**config.mk**
```make
export PLATFORM = sky130hd
export DESIGN_NAME = sweep_hit_classifier
export DESIGN_NICKNAME = d
export VERILOG_FILES = /design/src/shc_pkg.sv /design/src/shc_alu.sv /design/src/shc_core.sv /design/src/sweep_hit_classifier.sv
export SDC_FILE = /design/constraint.sdc
export NUM_CORES = 1
export LEC_CHECK = 0
export ABC_AREA = 1
export BUFFER_PORTS_ARGS = -buffer_cell sky130_fd_sc_hd__buf_4
export CAP_MARGIN = 20
export CORE_UTILIZATION = 35
export CTS_BUF_LIST = sky130_fd_sc_hd__clkbuf_4
export CTS_CLUSTER_SIZE = 16
export DETAILED_ROUTE_END_ITERATION = 16
export HOLD_SLACK_MARGIN = 0.06
export PLACE_DENSITY = 0.56
export SYNTH_ARGS = -nofsm -noshare
export SYNTH_HDL_FRONTEND = slang
export SYNTH_SLANG_ARGS = --single-unit
export TNS_END_PERCENT = 1
```
**constraint.sdc**
```tcl
create_clock -name clk -period 8.4 [get_ports clk]
set_clock_uncertainty 0.1 [all_clocks]
set_input_delay 0.84 -clock clk [delete_from_list [all_inputs] [get_ports clk]]
set_output_delay 0.84 -clock clk [all_outputs]
set_load 0.01 [all_outputs]
```
**src/shc_pkg.sv**
```systemverilog
// Shared types, widths and register codes for the sweep hit classifier.
// Used by shc_alu, shc_core and sweep_hit_classifier; depends on nothing.
package shc_pkg;

  localparam int SENSORS   = 32;
  localparam int HIT_SLOTS = 4;
  localparam int HIT_IN    = 4;
  localparam int TS_W      = 32;
  localparam int ALU_W     = TS_W + 1;
  localparam int ANG_W     = 16;
  localparam int PC_W      = 6;
  localparam int SLOT_W    = 2;
  localparam int BIT_W     = 4;
  localparam int CFG_IDX_W = 2;

  localparam logic [TS_W-1:0] PERIOD_MIN_RST      = 32'd800000;
  localparam logic [TS_W-1:0] PERIOD_MAX_RST      = 32'd970000;
  localparam logic [TS_W-1:0] FALLBACK_PERIOD_RST = 32'd900000;
  localparam logic [ANG_W-1:0] ANG_SAT            = '1;

  typedef enum logic [CFG_IDX_W-1:0] {
    CFG_PERIOD_MIN      = 2'd0,
    CFG_PERIOD_MAX      = 2'd1,
    CFG_FALLBACK_PERIOD = 2'd2
  } cfg_idx_t;

  typedef enum logic [3:0] {
    S_IDLE,
    S_DIFF,
    S_NEG,
    S_LMIN,
    S_LMAX,
    S_DIST,
    S_CLASS,
    S_DECIDE,
    S_DPRE,
    S_DSTEP,
    S_DONE
  } state_t;

  typedef struct packed {
    logic [TS_W-1:0] period_min;
    logic [TS_W-1:0] period_max;
    logic [TS_W-1:0] fallback_period;
  } cfg_t;

  typedef struct packed {
    logic [3:0]                  channel;
    logic [4:0]                  sensor;
    logic [TS_W-1:0]             last_sync;
    logic [TS_W-1:0]             current_sync;
    logic [HIT_IN-1:0][TS_W-1:0] hit_time;
    logic [3:0]                  sweep_count;
    logic                        channel_ready;
    logic                        frame_end;
  } rec_t;

  typedef struct packed {
    logic [3:0]       out_channel;
    logic [4:0]       out_sensor;
    logic             rejected;
    logic             pair_valid;
    logic [TS_W-1:0]  timecode_a;
    logic [TS_W-1:0]  timecode_b;
    logic [ANG_W-1:0] angle_a;
    logic [ANG_W-1:0] angle_b;
    logic [PC_W-1:0]  valid_pairs;
    logic             out_frame_end;
  } res_t;

endpackage

```
**src/shc_alu.sv**
```systemverilog
// Shared subtract/compare unit of the classifier datapath.
// Depends on shc_pkg for the operand width.
module shc_alu (
  input  logic [shc_pkg::ALU_W-1:0] a,
  input  logic [shc_pkg::ALU_W-1:0] b,
  output logic [shc_pkg::ALU_W-1:0] diff,
  output logic                      borrow
);

  logic [shc_pkg::ALU_W:0] full;

  assign full   = {1'b0, a} - {1'b0, b};
  assign diff   = full[shc_pkg::ALU_W-1:0];
  assign borrow = full[shc_pkg::ALU_W];

endmodule

```
**src/shc_core.sv**
```systemverilog
// Sequencer and datapath registers: period pick, hit classing, serial angle division.
// Depends on shc_pkg and shc_alu.
module shc_core (
  input  logic          clk,
  input  logic          rst,
  input  shc_pkg::cfg_t cfg,
  input  shc_pkg::rec_t rec,
  input  logic          rec_valid,
  output logic          rec_ready,
  output shc_pkg::res_t res,
  output logic          res_valid,
  input  logic          res_take
);

  localparam logic [shc_pkg::SLOT_W-1:0] SLOT_LAST = shc_pkg::SLOT_W'(shc_pkg::HIT_SLOTS - 1);
  localparam logic [shc_pkg::BIT_W-1:0]  BIT_LAST  = shc_pkg::BIT_W'(shc_pkg::ANG_W - 1);
  localparam logic [shc_pkg::PC_W-1:0]   PC_MAX    = shc_pkg::PC_W'(shc_pkg::SENSORS);

  shc_pkg::state_t state, state_next;

  logic [3:0]                  channel;
  logic [4:0]                  sensor;
  logic [shc_pkg::TS_W-1:0]    last_sync;
  logic [shc_pkg::TS_W-1:0]    current_sync;
  logic [shc_pkg::TS_W-1:0]    hit [shc_pkg::HIT_SLOTS];
  logic [shc_pkg::TS_W-1:0]    hit_dist [shc_pkg::HIT_SLOTS];
  logic [shc_pkg::HIT_SLOTS-1:0] fresh;
  logic [3:0]                  sweeps;
  logic                        fend;
  logic [shc_pkg::TS_W-1:0]    tmp;
  logic                        tmp_borrow;
  logic [shc_pkg::TS_W-1:0]    meas;
  logic                        gt_min;
  logic [shc_pkg::TS_W-1:0]    period;
  logic                        per_zero;
  logic                        seen0, seen1, dup0, dup1;
  logic                        rej, pv;
  logic [shc_pkg::PC_W-1:0]    pair_count;
  logic [shc_pkg::PC_W-1:0]    vp;
  logic [shc_pkg::SLOT_W-1:0]  slot;
  logic [shc_pkg::BIT_W-1:0]   bit_cnt;
  logic [shc_pkg::TS_W-1:0]    rem;
  logic [shc_pkg::ANG_W-1:0]   quo;
  logic [shc_pkg::ANG_W-1:0]   ang_a, ang_b;

  logic [shc_pkg::ALU_W-1:0]   alu_a, alu_b, alu_diff;
  logic                        alu_borrow;
  logic                        rec_live;
  logic [shc_pkg::TS_W-1:0]    abs_d;
  logic                        rej_c, pv_c;
  logic [shc_pkg::PC_W-1:0]    pc_new;
  logic                        qbit;
  logic [shc_pkg::ANG_W-1:0]   quo_next;

  shc_alu u_alu (
    .a      (alu_a),
    .b      (alu_b),
    .diff   (alu_diff),
    .borrow (alu_borrow)
  );

  assign rec_live = rec.channel_ready && (rec.last_sync != '0);
  assign abs_d    = tmp_borrow ? alu_diff[shc_pkg::TS_W-1:0] : tmp;
  assign rej_c    = dup0 || dup1 || (sweeps > 4'd2);
  assign pv_c     = !rej_c && (sweeps == 4'd2);
  assign pc_new   = (pv_c && (pair_count < PC_MAX)) ? pair_count + 1'b1 : pair_count;
  assign qbit     = !alu_borrow;
  assign quo_next = {quo[shc_pkg::ANG_W-2:0], qbit};

  always_ff @(posedge clk) begin
    if (rst) begin
      state <= shc_pkg::S_IDLE;
    end else begin
      state <= state_next;
    end
  end

  always_comb begin
    state_next = state;
    rec_ready  = 1'b0;
    res_valid  = 1'b0;
    alu_a      = '0;
    alu_b      = '0;
    case (state)
      shc_pkg::S_IDLE: begin
        rec_ready = !rst;
        if (rec_valid && rec_live) begin
          state_next = shc_pkg::S_DIFF;
        end
      end
      shc_pkg::S_DIFF: begin
        alu_a      = {1'b0, current_sync};
        alu_b      = {1'b0, last_sync};
        state_next = shc_pkg::S_NEG;
      end
      shc_pkg::S_NEG: begin
        alu_a      = {1'b0, last_sync};
        alu_b      = {1'b0, current_sync};
        state_next = shc_pkg::S_LMIN;
      end
      shc_pkg::S_LMIN: begin
        alu_a      = {1'b0, cfg.period_min};
        alu_b      = {1'b0, meas};
        state_next = shc_pkg::S_LMAX;
      end
      shc_pkg::S_LMAX: begin
        alu_a      = {1'b0, meas};
        alu_b      = {1'b0, cfg.period_max};
        state_next = shc_pkg::S_DIST;
      end
      shc_pkg::S_DIST: begin
        alu_a = {1'b0, hit[slot]};
        alu_b = {1'b0, last_sync};
        if (slot == SLOT_LAST) begin
          state_next = shc_pkg::S_CLASS;
        end
      end
      shc_pkg::S_CLASS: begin
        alu_a = {1'b0, hit_dist[slot]};
        alu_b = {2'b00, period[shc_pkg::TS_W-1:1]};
        if (slot == SLOT_LAST) begin
          state_next = shc_pkg::S_DECIDE;
        end
      end
      shc_pkg::S_DECIDE: begin
        state_next = pv_c ? shc_pkg::S_DPRE : shc_pkg::S_DONE;
      end
      shc_pkg::S_DPRE: begin
        alu_a = {1'b0, hit_dist[slot]};
        alu_b = {1'b0, period};
        if (per_zero || !alu_borrow) begin
          state_next = slot[0] ? shc_pkg::S_DONE : shc_pkg::S_DPRE;
        end else begin
          state_next = shc_pkg::S_DSTEP;
        end
      end
      shc_pkg::S_DSTEP: begin
        alu_a = {rem, 1'b0};
        alu_b = {1'b0, period};
        if (bit_cnt == BIT_LAST) begin
          state_next = slot[0] ? shc_pkg::S_DONE : shc_pkg::S_DPRE;
        end
      end
      shc_pkg::S_DONE: begin
        res_valid = 1'b1;
        if (res_take) begin
          state_next = shc_pkg::S_IDLE;
        end
      end
      default: state_next = shc_pkg::S_IDLE;
    endcase
  end

  always_ff @(posedge clk) begin
    if (rst) begin
      pair_count <= '0;
    end else if (state == shc_pkg::S_IDLE && rec_valid && !rec_live && rec.frame_end) begin
      pair_count <= '0;
    end else if (state == shc_pkg::S_DECIDE) begin
      pair_count <= fend ? '0 : pc_new;
    end
  end

  always_ff @(posedge clk) begin
    case (state)
      shc_pkg::S_IDLE: begin
        channel      <= rec.channel;
        sensor       <= rec.sensor;
        last_sync    <= rec.last_sync;
        current_sync <= rec.current_sync;
        sweeps       <= rec.sweep_count;
        fend         <= rec.frame_end;
        for (int i = 0; i < shc_pkg::HIT_SLOTS; i++) begin
          hit[i] <= rec.hit_time[i];
        end
        slot  <= '0;
        seen0 <= 1'b0;
        seen1 <= 1'b0;
        dup0  <= 1'b0;
        dup1  <= 1'b0;
      end
      shc_pkg::S_DIFF: begin
        tmp        <= alu_diff[shc_pkg::TS_W-1:0];
        tmp_borrow <= alu_borrow;
      end
      shc_pkg::S_NEG: begin
        meas <= abs_d[shc_pkg::TS_W-1] ? ~abs_d : abs_d;
      end
      shc_pkg::S_LMIN: begin
        gt_min <= alu_borrow;
      end
      shc_pkg::S_LMAX: begin
        if (gt_min && alu_borrow) begin
          period   <= meas;
          per_zero <= (meas == '0);
        end else begin
          period   <= cfg.fallback_period;
          per_zero <= (cfg.fallback_period == '0);
        end
      end
      shc_pkg::S_DIST: begin
        fresh[slot]    <= !alu_borrow && (alu_diff[shc_pkg::TS_W-1:0] != '0);
        hit_dist[slot] <= alu_borrow ? '0 : alu_diff[shc_pkg::TS_W-1:0];
        slot           <= (slot == SLOT_LAST) ? '0 : slot + 1'b1;
      end
      shc_pkg::S_CLASS: begin
        if (fresh[slot]) begin
          if (alu_borrow) begin
            seen0 <= 1'b1;
            dup0  <= dup0 || seen0;
          end else begin
            seen1 <= 1'b1;
            dup1  <= dup1 || seen1;
          end
        end
        slot <= (slot == SLOT_LAST) ? '0 : slot + 1'b1;
      end
      shc_pkg::S_DECIDE: begin
        rej  <= rej_c;
        pv   <= pv_c;
        vp   <= pc_new;
        slot <= '0;
      end
      shc_pkg::S_DPRE: begin
        rem     <= hit_dist[slot][shc_pkg::TS_W-1:0];
        quo     <= '0;
        bit_cnt <= '0;
        if (per_zero || !alu_borrow) begin
          if (slot[0]) begin
            ang_b <= (per_zero && hit_dist[slot] == '0) ? '0 : shc_pkg::ANG_SAT;
          end else begin
            ang_a <= (per_zero && hit_dist[slot] == '0) ? '0 : shc_pkg::ANG_SAT;
          end
          slot <= slot + 1'b1;
        end
      end
      shc_pkg::S_DSTEP: begin
        rem     <= qbit ? alu_diff[shc_pkg::TS_W-1:0] : alu_a[shc_pkg::TS_W-1:0];
        quo     <= quo_next;
        bit_cnt <= bit_cnt + 1'b1;
        if (bit_cnt == BIT_LAST) begin
          if (slot[0]) begin
            ang_b <= quo_next;
          end else begin
            ang_a <= quo_next;
          end
          slot <= slot + 1'b1;
        end
      end
      default: begin
      end
    endcase
  end

  always_comb begin
    res.out_channel   = channel;
    res.out_sensor    = sensor;
    res.rejected      = rej;
    res.pair_valid    = pv;
    res.timecode_a    = (rej || !fresh[0]) ? '0 : hit[0];
    res.timecode_b    = (rej || !fresh[1]) ? '0 : hit[1];
    res.angle_a       = pv ? ang_a : '0;
    res.angle_b       = pv ? ang_b : '0;
    res.valid_pairs   = vp;
    res.out_frame_end = fend;
  end

  a_pc_bound: assert property (@(posedge clk) disable iff (rst)
    pair_count <= PC_MAX)
    else $error("pair count above sensor count");

  a_pv_not_rej: assert property (@(posedge clk) disable iff (rst)
    res_valid |-> !(res.pair_valid && res.rejected))
    else $error("pair valid on a rejected record");

  a_rem_below: assert property (@(posedge clk) disable iff (rst)
    state == shc_pkg::S_DSTEP |-> rem < period)
    else $error("division remainder not below period");

  a_idle_clear: assert property (@(posedge clk) disable iff (rst)
    state == shc_pkg::S_IDLE && rec_valid && !rec_live && rec.frame_end
      |=> pair_count == '0)
    else $error("frame end of an idle record did not clear count");

  a_done_hold: assert property (@(posedge clk) disable iff (rst)
    res_valid && !res_take |=> res_valid && $stable(res))
    else $error("result changed before it was taken");

endmodule

```
**src/sweep_hit_classifier.sv**
```systemverilog
// Top level of the sweep hit classifier: stream ports, config registers, output register.
// Depends on shc_pkg and shc_core.
//
//  channel   | dir | tdata                               | tuser                  | tlast
//  s_*       | in  | record fields, 208 bits             | channel_ready          | frame_end
//  m_*       | out | result fields, 112 bits             | rejected, pair_valid   | out_frame_end
//  cfg_*     | in  | period_min, period_max, fallback    | -                      | -
//
// A record with a valid pair also runs the serial angle division:
// the two 16-bit angles come from one shared 33-bit subtractor, one quotient bit a cycle.
// s_tready is high only while the sequencer is idle; a record with channel_ready low
// or last_sync zero is accepted without leaving idle and gives no word.
// The output register lets the next record start while a result word waits on m_tready.
// rst is synchronous and restores the register defaults and clears the pair count.
module sweep_hit_classifier (
  input  logic         clk,
  input  logic         rst,
  input  logic         s_tvalid,
  output logic         s_tready,
  // channel, sensor, last_sync, current_sync, hit_time_0..3, sweep_count, zero pad
  input  logic [207:0] s_tdata,
  // channel_ready
  input  logic         s_tuser,
  input  logic         s_tlast,
  output logic         m_tvalid,
  input  logic         m_tready,
  // out_channel, out_sensor, timecode_a, timecode_b, angle_a, angle_b, valid_pairs, zero pad
  output logic [111:0] m_tdata,
  // rejected, pair_valid
  output logic [1:0]   m_tuser,
  output logic         m_tlast,
  input  logic         cfg_we,
  input  logic [shc_pkg::CFG_IDX_W-1:0] cfg_index,
  input  logic [shc_pkg::TS_W-1:0]      cfg_wdata
);

  shc_pkg::cfg_t cfg;
  shc_pkg::rec_t rec;
  shc_pkg::res_t res;
  shc_pkg::res_t out_res;
  logic          res_valid;
  logic          res_take;

  always_ff @(posedge clk) begin
    if (rst) begin
      cfg.period_min      <= shc_pkg::PERIOD_MIN_RST;
      cfg.period_max      <= shc_pkg::PERIOD_MAX_RST;
      cfg.fallback_period <= shc_pkg::FALLBACK_PERIOD_RST;
    end else if (cfg_we) begin
      case (cfg_index)
        shc_pkg::CFG_PERIOD_MIN:      cfg.period_min      <= cfg_wdata;
        shc_pkg::CFG_PERIOD_MAX:      cfg.period_max      <= cfg_wdata;
        shc_pkg::CFG_FALLBACK_PERIOD: cfg.fallback_period <= cfg_wdata;
        default: begin
        end
      endcase
    end
  end

  always_comb begin
    rec.channel       = s_tdata[3:0];
    rec.sensor        = s_tdata[8:4];
    rec.last_sync     = s_tdata[40:9];
    rec.current_sync  = s_tdata[72:41];
    rec.hit_time[0]   = s_tdata[104:73];
    rec.hit_time[1]   = s_tdata[136:105];
    rec.hit_time[2]   = s_tdata[168:137];
    rec.hit_time[3]   = s_tdata[200:169];
    rec.sweep_count   = s_tdata[204:201];
    rec.channel_ready = s_tuser;
    rec.frame_end     = s_tlast;
  end

  shc_core u_core (
    .clk       (clk),
    .rst       (rst),
    .cfg       (cfg),
    .rec       (rec),
    .rec_valid (s_tvalid),
    .rec_ready (s_tready),
    .res       (res),
    .res_valid (res_valid),
    .res_take  (res_take)
  );

  assign res_take = res_valid && (!m_tvalid || m_tready);

  always_ff @(posedge clk) begin
    if (rst) begin
      m_tvalid <= 1'b0;
    end else if (res_take) begin
      m_tvalid <= 1'b1;
    end else if (m_tready) begin
      m_tvalid <= 1'b0;
    end
  end

  always_ff @(posedge clk) begin
    if (res_take) begin
      out_res <= res;
    end
  end

  assign m_tdata = {1'b0, out_res.valid_pairs, out_res.angle_b, out_res.angle_a,
                    out_res.timecode_b, out_res.timecode_a, out_res.out_sensor,
                    out_res.out_channel};
  assign m_tuser = {out_res.pair_valid, out_res.rejected};
  assign m_tlast = out_res.out_frame_end;

endmodule

```
### After elaboration in Yosys (flattened, before gate mapping)

Memories as Yosys holds them, arrays and structs flattened. A register that Yosys moved wholly into a read port is not among the register bits.
Cells that the tools add are included.

| storage, ports and cells | value |
|---|---|
| word-level logic and storage cells | 197 |
| bits of input ports | 249 |
| memories | 2 |
| bits in registers | 435 |
| RAM bits | 256 |
| output and inout port bits | 117 |

Memories:

| memory | depth | width | read ports | clocked after Yosys merged registers in | write ports | RTL line | source |
|---|---|---|---|---|---|---|---|
| u_core.hit | 4 | 32 | 3 | 3 | 4 | shc_core.sv:25 | `logic [shc_pkg::TS_W-1:0] hit [shc_pkg::HIT_SLOTS];` |
| u_core.hit_dist | 4 | 32 | 1 | 1 | 1 | shc_core.sv:26 | `logic [shc_pkg::TS_W-1:0] hit_dist [shc_pkg::HIT_SLOTS];` |

| operators by class | value |
|---|---|
| $lt $le $gt $ge | 4 |
| add/subtract/negate cells | 4 |
| equality and inequality tests | 28 |
| reduce and logical (&&, ||, !) cells | 53 |
| muxes and demuxes | 64 |
| bitwise gates (word level) | 1 |

Operator list:

| cell | count |
|---|---|
| $pmux 33 s7 | 1 |
| $pmux 32 s6 | 1 |
| $mux 16 | 9 |
| $mux 32 | 4 |
| $logic_not 32->1 | 3 |
| $pmux 16 s2 | 2 |
| $pmux 32 s2 | 1 |
| $reduce_bool 32->1 | 2 |
| $pmux 4 s11 | 1 |
| $sub 33x32->34 | 1 |
| $not 32->32 | 1 |
| $mux 31 | 1 |
| $pmux 15 s2 | 1 |
| $mux 4 | 6 |
| $mux 1 | 19 |
| $eq 4x3->1 const B | 4 |
| $eq 4x4->1 const B | 4 |
| $ne 2x1->1 const B | 8 |
| $reduce_and 5->1 | 3 |
| $mux 2 | 7 |
| $eq 4x2->1 const B | 3 |
| $logic_and 1x1->1 | 12 |
| $mux 6 | 2 |
| $reduce_or 2->1 | 6 |
| 25 further kinds | 52 |

### Logic depth before layout (Yosys ltp)

Gate-level depths: netlist of run 1.

| logic depth | value |
|---|---|
| depth in word-level cells | 9 |
| depth in mapped cells | 30 |
| depth with buffers taken out | 28 |

### By module

Synthesis of run 1 repeated with hierarchy kept, for this count alone.

| second synthesis, totals | value |
|---|---|
| cell total of the unflattened synthesis | 3813 |
| area, all modules | 35363.9 um^2 |

Modules (own cells, without submodules):

| module | times used | seq. area each (um^2) | cells each | area each (um^2) |
|---|---|---|---|---|
| shc_core | 1 | 16275.6 | 2544 | 25283.0 |
| sweep_hit_classifier | 1 | 5365.1 | 692 | 7428.4 |
| shc_alu | 1 | 0.0 | 577 | 2652.5 |

### Least setup slack after synthesis of run 1

Ideal clock, no wire load.

| timing path | value |
|---|---|
| kind | input -> register |
| from | in m_tready |
| to | reg out_res (netlist bit m_tdata[0]) (enable) |
| setup time | 0.588 ns |
| arrival | 5.608 ns |
| buffers on the path | 0 |
| data required time | 7.712 ns |
| cell stages on the path | 2 |
| path slack | 2.104 ns |
| cells stage by stage | nor2_1 > nor2_1 |

| on the way | value |
|---|---|
| word-level cells in the longest chain between the ends | 2 |

Ends and longest elaborated chain:

| element | RTL line | source |
|---|---|---|
| start, declared | sweep_hit_classifier.sv:26 | `input logic m_tready,` |
| $logic_or 1x1->1 | sweep_hit_classifier.sv:86 | `assign res_take = res_valid && (!m_tvalid \|\| m_tready);` |
| $logic_and 1x1->1 | sweep_hit_classifier.sv:86 |  |
| via res_take | sweep_hit_classifier.sv:42 | `logic res_take;` |
| end signal, assigned | sweep_hit_classifier.sv:100 | `out_res <= res;` |
| end, declared | sweep_hit_classifier.sv:40 | `shc_pkg::res_t out_res;` |

The timed path passes the listed nets, and every way through them passes these cells.
A chain may end at the register's enable or synchronous reset.

### Worst setup path in the final report of run 1

| timing path | value |
|---|---|
| from | reg u_core.state[1] |
| to | reg u_core.meas[2] in the netlist's numbering, data pin |

| on the way | value |
|---|---|
| elaborated cells on any way between the ends | 17 |

RTL lines:

| element | RTL line | source |
|---|---|---|
| start, declared | shc_core.sv:19 | `shc_pkg::state_t state, state_next;` |
| start signal, assigned | shc_core.sv:72 | `state <= shc_pkg::S_IDLE;` |
| start signal, assigned | shc_core.sv:74 | `state <= state_next;` |
| $eq 4x3->1, or another cell as far along | shc_core.sv:84 | `case (state)` |
| $reduce_or 2->1 (no line) | -- |  |
| $pmux 33 s7 or $pmux 32 s6 (tied branches) | shc_core.sv:84 |  |
| $sub 33x32->34 * | shc_alu.sv:12 | `assign full = {1'b0, a} - {1'b0, b};` |
| via u_core.alu_diff (one bit) | shc_core.sv:46 | `logic [shc_pkg::ALU_W-1:0] alu_a, alu_b, alu_diff;` |
| $mux 32 * | shc_core.sv:63 | `assign abs_d = tmp_borrow ? alu_diff[shc_pkg::TS_W-1:0] : tmp;` |
| $mux 31 * | shc_core.sv:187 | `meas <= abs_d[shc_pkg::TS_W-1] ? ~abs_d : abs_d;` |
| end signal, assigned | shc_core.sv:187 |  |
| end, declared | shc_core.sv:32 | `logic [shc_pkg::TS_W-1:0] meas;` |

Mark *: on every way through the listed nets, which the timed path passes. The rest lies on a longest branch.

==> results of run 1 <==
-- through the flow --
stage | worst slack, ns | cell area, sq um | util (%) | instances
2_1_floorplan | 2.104 | 34100 | - | 3429
3_3_place_gp | 2.712 | 38190 | 39.55 | 4968
3_5_place_dp | 2.736 | 38240 | 39.60 | 4972
4_1_cts | 2.719 | 43330 | 44.87 | 5575
5_1_grt | 2.251 | 43360 | 44.90 | 5584
6_report | 2.601 | 43360 | 44.90 | 5585
-- area by class of cell --
type	count	area [sq um]	area share, %
Sequential cell	757	21650	49.92
Clock inverter	49	325.3	0.7503
Multi-Input combinational cell	2047	10020	23.10
Inverter	471	1777	4.098
Tap cell	1276	1597	3.682
Antenna cell	9	22.52	0.05194
Clock buffer	314	2357	5.436
Timing Repair Buffer	662	5620	12.96
-- cells in the mapped netlist, types with 2 or more instances --
library cell / instances / share of area [%]
buf_2: 37 / 0.54
a31oi_1: 15 / 0.28
buf_1: 12 / 0.13
and2_1: 3 / 0.055
buf_6: 8 / 0.26
or2_2: 2 / 0.037
o22ai_1: 28 / 0.51
nand3_1: 130 / 1.9
a22oi_1: 30 / 0.66
nor4_1: 17 / 0.31
a211oi_1: 5 / 0.11
clkinv_1: 2 / 0.022
inv_2: 10 / 0.11
o221ai_1: 7 / 0.18
nand2_1: 781 / 8.6
nand2_2: 5 / 0.092
xor2_1: 36 / 0.92
nand3b_1: 6 / 0.13
nand4_1: 18 / 0.33
xnor2_1: 10 / 0.26
clkbuf_1: 85 / 0.94
a221oi_1: 34 / 0.87
mux2i_1: 7 / 0.21
edfxtp_1: 648 / 57
nor3_1: 13 / 0.19
a32o_1: 12 / 0.35
a2111oi_0: 21 / 0.54
buf_4: 12 / 0.26
o21ai_1: 15 / 0.22
nor2_1: 403 / 4.4
ha_1: 38 / 1.4
a32oi_1: 2 / 0.051
a21oi_1: 166 / 2.4
o21ai_0: 194 / 2.8
inv_1: 459 / 5.1
o211ai_1: 11 / 0.24
o2111ai_1: 21 / 0.54
o22a_1: 3 / 0.077
dfxtp_1: 109 / 6.4
-- tightest hold or removal path, cell delays in order --
cell and delay (ns):
buf_4 0.09, nor3_2 0.04, buf_4 0.27, nand2_1 0.11, nand3_1 0.07
-- final timing paths --
check | end | cells after the start | slack (ns) | startpoint
setup reg to reg | u_core.meas[2] | 27 | 2.60 | u_core.state[1]
setup / recovery | u_core.meas[2] | 27 | 2.60 | u_core.state[1]
hold / removal | cfg[83] | 5 | 0.25 | cfg_index[0]
hold reg to reg | m_tdata[8] | 0 | 0.32 | u_core.sensor[4]
-- kinds of logic (layout without fill, tap and decap cells) --
family | Yosys count | in the layout
AO/OA/AOI/OAI | 568 | 568
XOR/XNOR | 47 | 47
adder cells (fa/ha/maj) | 39 | 39
buffers and inverters | 625 | 1496
flip-flops | 757 | 757
multiplexers | 7 | 7
other | 1 | 11
AND/OR/NAND/NOR | 1384 | 1384
-- flip-flops by register name, indices dropped and copies added, names as in the netlist, 2 cells and up, named ones only --
signal	cells
u_core.last_sync	32
cfg	96
u_core.rem	32
u_core.sweeps	4
u_core.hit	128
u_core.slot	2
u_core.period	32
m_tdata	111
u_core.bit_cnt	4
u_core.pair_count	6
u_core.current_sync	32
u_core.sensor	5
u_core.vp	6
u_core.quo	15
u_core.tmp	32
u_core.fresh	4
u_core.meas	32
m_tuser	2
u_core.state	4
u_core.ang_b	16
u_core.ang_a	16
u_core.hit_dist	128
u_core.channel	4
-- metal layers --
layer | global-route usage [%] | routed length [um] | vias up | share of wire (%)
li1 | - | - | 13144 | -
met1 | 31.21 | 49920 | 13520 | 42
met2 | 38.75 | 55460 | 1284 | 47
met3 | 4.835 | 9834 | 165 | 8.3
met4 | 8.847 | 3270 | 0 | 2.8
met5 | 0 | 0 | - | 0
==> summary.txt, run 1 <==
Timing
  • Setup violations, final: 0
  • Period utilisation layout: 69.04%
  • Final min period: 5.799 ns
  • Slew @ Worst Pin: 1.200 ns
  • Max_slew headroom: 17.95%
  • Unrepaired setup endpoints after global routing: false
  • Hold_ws: 0.2498 ns
  • Max Fclk: 0.1724 GHz
  • Final Hold Violating Endpoints: 0
  • Slew Limit Fails: 0
  • Setup tns final: 0 ns

Worst setup path
  • Worst EP arrival: 6.47 ns
  • Max incr delay on CP: 0.65 ns
  • Crit path max-delay cell type: nor2_1
  • Crit path buffers/inverters: 7
  • Worst endpoint required time: 9.07 ns
  • Crit Path Max Fanout: 22
  • Top cell family by delay on the critical path: simple AND/OR/NAND/NOR gates
  • CP endpoint kind: flip-flop
  • Crit start category: flip-flop
  • Setup CP Type: reg2reg
  • Most frequent CP cell: nand2_1

Logic synthesis
  • Mean post-synth cell area: 9.947 sq um
  • Ys flop type: edfxtp_1
  • Mux cell area share after synthesis: 0.2055%
  • #FFs+latches synth: 757
  • Mapped cell area: 34,100 sq um
  • Asr flop ratio synth: 0%
  • Largest family of logic cells by synthesized area: simple AND/OR/NAND/NOR gates
  • Post-synthesis adder-cell area fraction: 1.453%
  • Number of synthesized flops with an enable pin: 648
  • Syn Inst Count: 3,428
  • Unique masters post-synth: 52
  • Synth Area in XOR/XNOR: 1.229%
  • Post-synthesis compound-gate area fraction: 10.02%
  • YS warnings: 0
  • Seq/Total Area, Yosys: 63.46%
  • Simple-gate share of the synthesized area: 16.29%

GRT
  • Initial antenna violation count: 6
  • Global-route wire length before repair: 172,900 um
  • Aggregate global routing overflow: 0
  • GRT Overall Usage: 23.79%
  • Vias in the first global route: 27,693
  • Largest net degree at the start of global routing: 96

Detailed routing
  • DR pass1 iterations: 8
  • Drt drc: 0
  • Final WL: 118,500 um
  • Wire per inst: 21.22 um
  • Via/cell ratio: 5.034
  • Post-DRT Antenna Nets: 0
  • Initial DRC Count: 2,831
  • Via count: 28,113

Final layout
  • Nets: 4,428
  • Fill cell count: 9,425
  • Layout cells sized above 1: 18.44%
  • Commonest non-fill, non-tap cell in the layout: nand2_1
  • Most frequent cells in the layout: nand2_1 (780), edfxtp_1 (648), inv_1 (455), buf_4 (418), nor2_1 (397)
  • Syn-to-layout area delta: 27.16%

CTS
  • Cts hold-fix bufs: 240
  • TritonCTS clock tree: done
  • Clk pin slew, worst setup/hold paths: 0.07 ns
  • Worst-skew pair later-pin latency: 1.13 ns
  • CTS max path bufs: 3
  • Clock Tree Root: clkbuf_4
  • H-tree levels: 4
  • TritonCTS buffer count: 201
  • Post-CTS setup repair buffer count: 0
  • Gates resized, CTS repair: 0
  • Clock sink count: 757

Floorplanning
  • Initial core utilization: 35.31%
  • Die X: 314.1 um
  • CORE AREA: 96,570 sq um
  • Die height: 314.1 um
  • Std-Cell Rows: 114
  • Number of I/O pins: 366
  • Die area: 98,680 sq um

Run
  • Max-cap violations: 0

Placed design
  • Port Buffer Count: 361
  • Dpl hpwl: 84,290 um
  • Gpl congestion: 0.9292

Outcome
  • Run status: finished clean

Min path
  • HP Class: in2reg
Power of run 1 is not shown: default switching activity piles up to over one toggle a cycle in this logic, so the estimate is an artifact.
==> run 2: changes to the inputs <==
- ABC_AREA: 1 -> 0
- clock period: 8.4 -> 5.6 ns (I/O delays scaled with it)
==> run 2 against run 1 <==
Compared with the run above:
- non-clock buffer count up 370
- final cell count down 14%
- synthesized cell count down 31%
- routed wire length down 12%
- sequential share of layout area down 2.0 points
==> summary.txt, run 2 <==
Placed design
  • Gpl congestion: 0.9339
  • Port Buffer Count: 361
  • Inst Count DP: 4,009
  • Setup WS pre-CTS: 0.1501 ns
  • Dpl hpwl: 70,660 um

Timing
  • Final Hold Violating Endpoints: 0
  • Slew Limit Fails: 0
  • Max_slew headroom: 23.84%
  • Max Fclk: 0.1847 GHz
  • Setup tns final: 0 ns
  • Slew @ Worst Pin: 1.142 ns
  • Setup violations, final: 0
  • Final worst slack: 0.1845 ns
  • Final min period: 5.416 ns
  • Period utilisation layout: 96.71%
  • Unrepaired setup endpoints after global routing: false

Power and ir drop
  • Maximum VDD drop: 0.6746 mV
  • Cell Pwr Density: 722.6 nW/um^2
  • Clock power share: 15.6%
  • Overall Power: 32,660 uW
  • Switch share: 40.28%
  • Leakage Power: 0.01722 uW
  • Seq pwr share: 30.5%
  • Combinational power share: 53.8%
  • Internal Power: 19,500 uW
  • Psw: 13,160 uW

Logic synthesis
  • Synth cell count leaders: edfxtp_1 (648), nand2_1 (362), a21oi_1 (150)
  • Syn Inst Count: 2,382
  • Ys flop type: edfxtp_1
  • Mean post-synth cell area: 13.59 sq um
  • Top cells by area, synth: edfxtp_1 (60%), dfxtp_1 (6.7%), mux4_2 (4.5%)
  • Post-synthesis compound-gate area fraction: 10.09%
  • #FFs+latches synth: 757
  • YS warnings: 0
  • Mapped cell area: 32,380 sq um
  • Number of synthesized flops with an enable pin: 648
  • Unique masters post-synth: 74
  • Seq/Total Area, Yosys: 66.83%
  • Synth Area in XOR/XNOR: 1.673%
  • Mux cell area share after synthesis: 6.541%
  • Asr flop ratio synth: 0%
  • Leading area contributor after synthesis: edfxtp_1
  • Simple-gate share of the synthesized area: 10.87%
  • Largest family of logic cells by synthesized area: simple AND/OR/NAND/NOR gates
  • Synth top area share: 60.09%
  • Top-count cell post-synth: edfxtp_1
  • Post-synthesis adder-cell area fraction: 1.530%

CTS
  • Worst-skew pair later-pin latency: 1.10 ns
  • Clock sink count: 757
  • Clk pin slew, worst setup/hold paths: 0.07 ns
  • TritonCTS clock tree: done
  • Post-CTS setup repair buffer count: 0
  • H-tree levels: 4
  • Clock Tree Root: clkbuf_4
  • TritonCTS buffer count: 197
  • CTS max path bufs: 3

Min path
  • Hold path endpoint: cfg[13]
  • WHS Path Cells: 4
  • Min-delay src: cfg_wdata[13]
  • HP Class: in2reg

GRT
  • Global-route wire length before repair: 158,300 um
  • Largest net degree at the start of global routing: 134
  • Initial antenna violation count: 6
  • Vias in the first global route: 26,556
  • GRT Overall Usage: 22.41%
  • Aggregate global routing overflow: 0

Detailed routing
  • Wire per inst: 21.59 um
  • Final WL: 104,300 um
  • Via/cell ratio: 5.197
  • Via count: 25,109
  • Initial DRC Count: 2,109
  • Drt drc: 0
  • DR pass1 iterations: 6
  • Post-DRT Antenna Nets: 0

Worst setup path
  • Worst EP arrival: 6.03 ns
  • FF-to-FF setup slack: 0.18 ns
  • Max incr delay on CP: 0.70 ns
  • CP endpoint kind: flip-flop
  • Crit start category: flip-flop
  • Crit-path cells: buf_4, nand3_1, clkinv_1, buf_12, a22oi_1, nand2_1, a221oi_1, ha_1, buf_4, nand3_1, nand2_1, nor3_2, a21oi_2, xnor2_2, inv_2, or4_1, or4_1, nor4b_2, a41oi_2
  • Crit path max-delay cell type: a221oi_1
  • Reg-to-Reg End: u_core.fresh[1]
  • Worst endpoint required time: 6.22 ns
  • Crit path buffers/inverters: 5
  • Reg2reg path depth: 19
  • Crit Path Max Fanout: 15
  • Setup CP Type: reg2reg
  • Top cell family by delay on the critical path: simple AND/OR/NAND/NOR gates
  • Reg-to-reg critical path startpoint: u_core.state[2]

Final layout
  • Most frequent cells in the layout: edfxtp_1 (648), buf_4 (555), dlygate4sd3_1 (456), nand2_1 (361), clkbuf_4 (308)
  • Commonest non-fill, non-tap cell in the layout: edfxtp_1
  • Final Core Density: 49.30%
  • Nets: 3,766
  • Layout cells sized above 1: 27.99%
  • Final Instance Count excl. Fillers: 4,831
  • Syn-to-layout area delta: 39.56%

Floorplanning
  • Die height: 306.2 um
  • Die X: 306.2 um
  • Initial core utilization: 35.33%
  • Die area: 93,740 sq um
  • CORE AREA: 91,660 sq um
  • Number of I/O pins: 366
  • Std-Cell Rows: 111

Outcome
  • Run status: finished clean

Run
  • Max-cap violations: 0
## run 2: repair_timing
action | 4_1_cts | 5_1_grt
endpoints found under the setup margin | 0 | 4
hold buffers | 456 | 0
endpoints found under the hold margin | 313 | 0
resized for setup | 0 | 5
## run 2: final cells by class
class,instances,area (sq um)
Clock buffer,308,2312
Antenna cell,8,20.02
Multi-Input combinational cell,1442,10020
Sequential cell,757,21650
Inverter,48,187.7
Clock inverter,50,365.4
Tap cell,1186,1484
Fill cell,7988,46470
Timing Repair Buffer,1032,9151
## run 2: worst max path at each step
stage,cells after the start,endpoint,slack (ns),startpoint
CTS,19,u_core.fresh[0],0.10,u_core.state[1]
finish,19,u_core.fresh[1],0.18,u_core.state[2]
floorplan,19,u_core.fresh[0],-0.40,u_core.state[3]
global placement,19,u_core.fresh[0],0.19,u_core.state[1]
global route,18,u_core.fresh[1],0.01,u_core.state[2]
detailed placement,19,u_core.fresh[1],0.15,u_core.state[1]
## run 2: cells by family after synthesis
group | count (synthesis)
muxes | 125
other | 1
adders and majority gates | 39
and+or+nand+nor | 735
buffers and inverters | 184
xor gates and xnor gates | 61
DFF | 757
AOI/OAI and AO/OA | 480
## run 2: worst register-to-register path: stages, from the launching register on
cell and delay, ns:
dfxtp_1 0.39, buf_4 0.20, nand3_1 0.11, clkinv_1 0.15
buf_12 0.20, a22oi_1 0.21, nand2_1 0.08, a221oi_1 0.70
ha_1 0.41, buf_4 0.17, nand3_1 0.08, nand2_1 0.10
nor3_2 0.18, a21oi_2 0.13, xnor2_2 0.19, inv_2 0.05
or4_1 0.58, or4_1 0.51, nor4b_2 0.28, a41oi_2 0.26
## run 2: layer usage
metal,up-vias,global-route usage [%],routed length (um)
met5,-,0,0
met4,0,9.116,3404
met3,212,4.852,7195
met2,1075,38.18,51950
met1,12419,27.58,41780
li1,11403,-,-
## run 2: stage by stage
stage	hold WS (ns)	cell area, sq um
after floorplan	0.3003	32390
after global placement	0.3003	37910
after detailed placement	0.3052	37910
after CTS	0.06031	45160
after global routing	0.07630	45190
final	0.1755	45190
## run 2: power by group through the flow
stage	Combinational (uW)	Clock [uW]	Sequential [uW]
floorplan	9440	0	9570
global placement	17000	0	10000
detailed placement	17300	0	10000
CTS	17600	5220	9910
global route	19100	5540	10000
finish	17600	5110	9960
No activity file was read; power rests on OpenSTA's default activity.
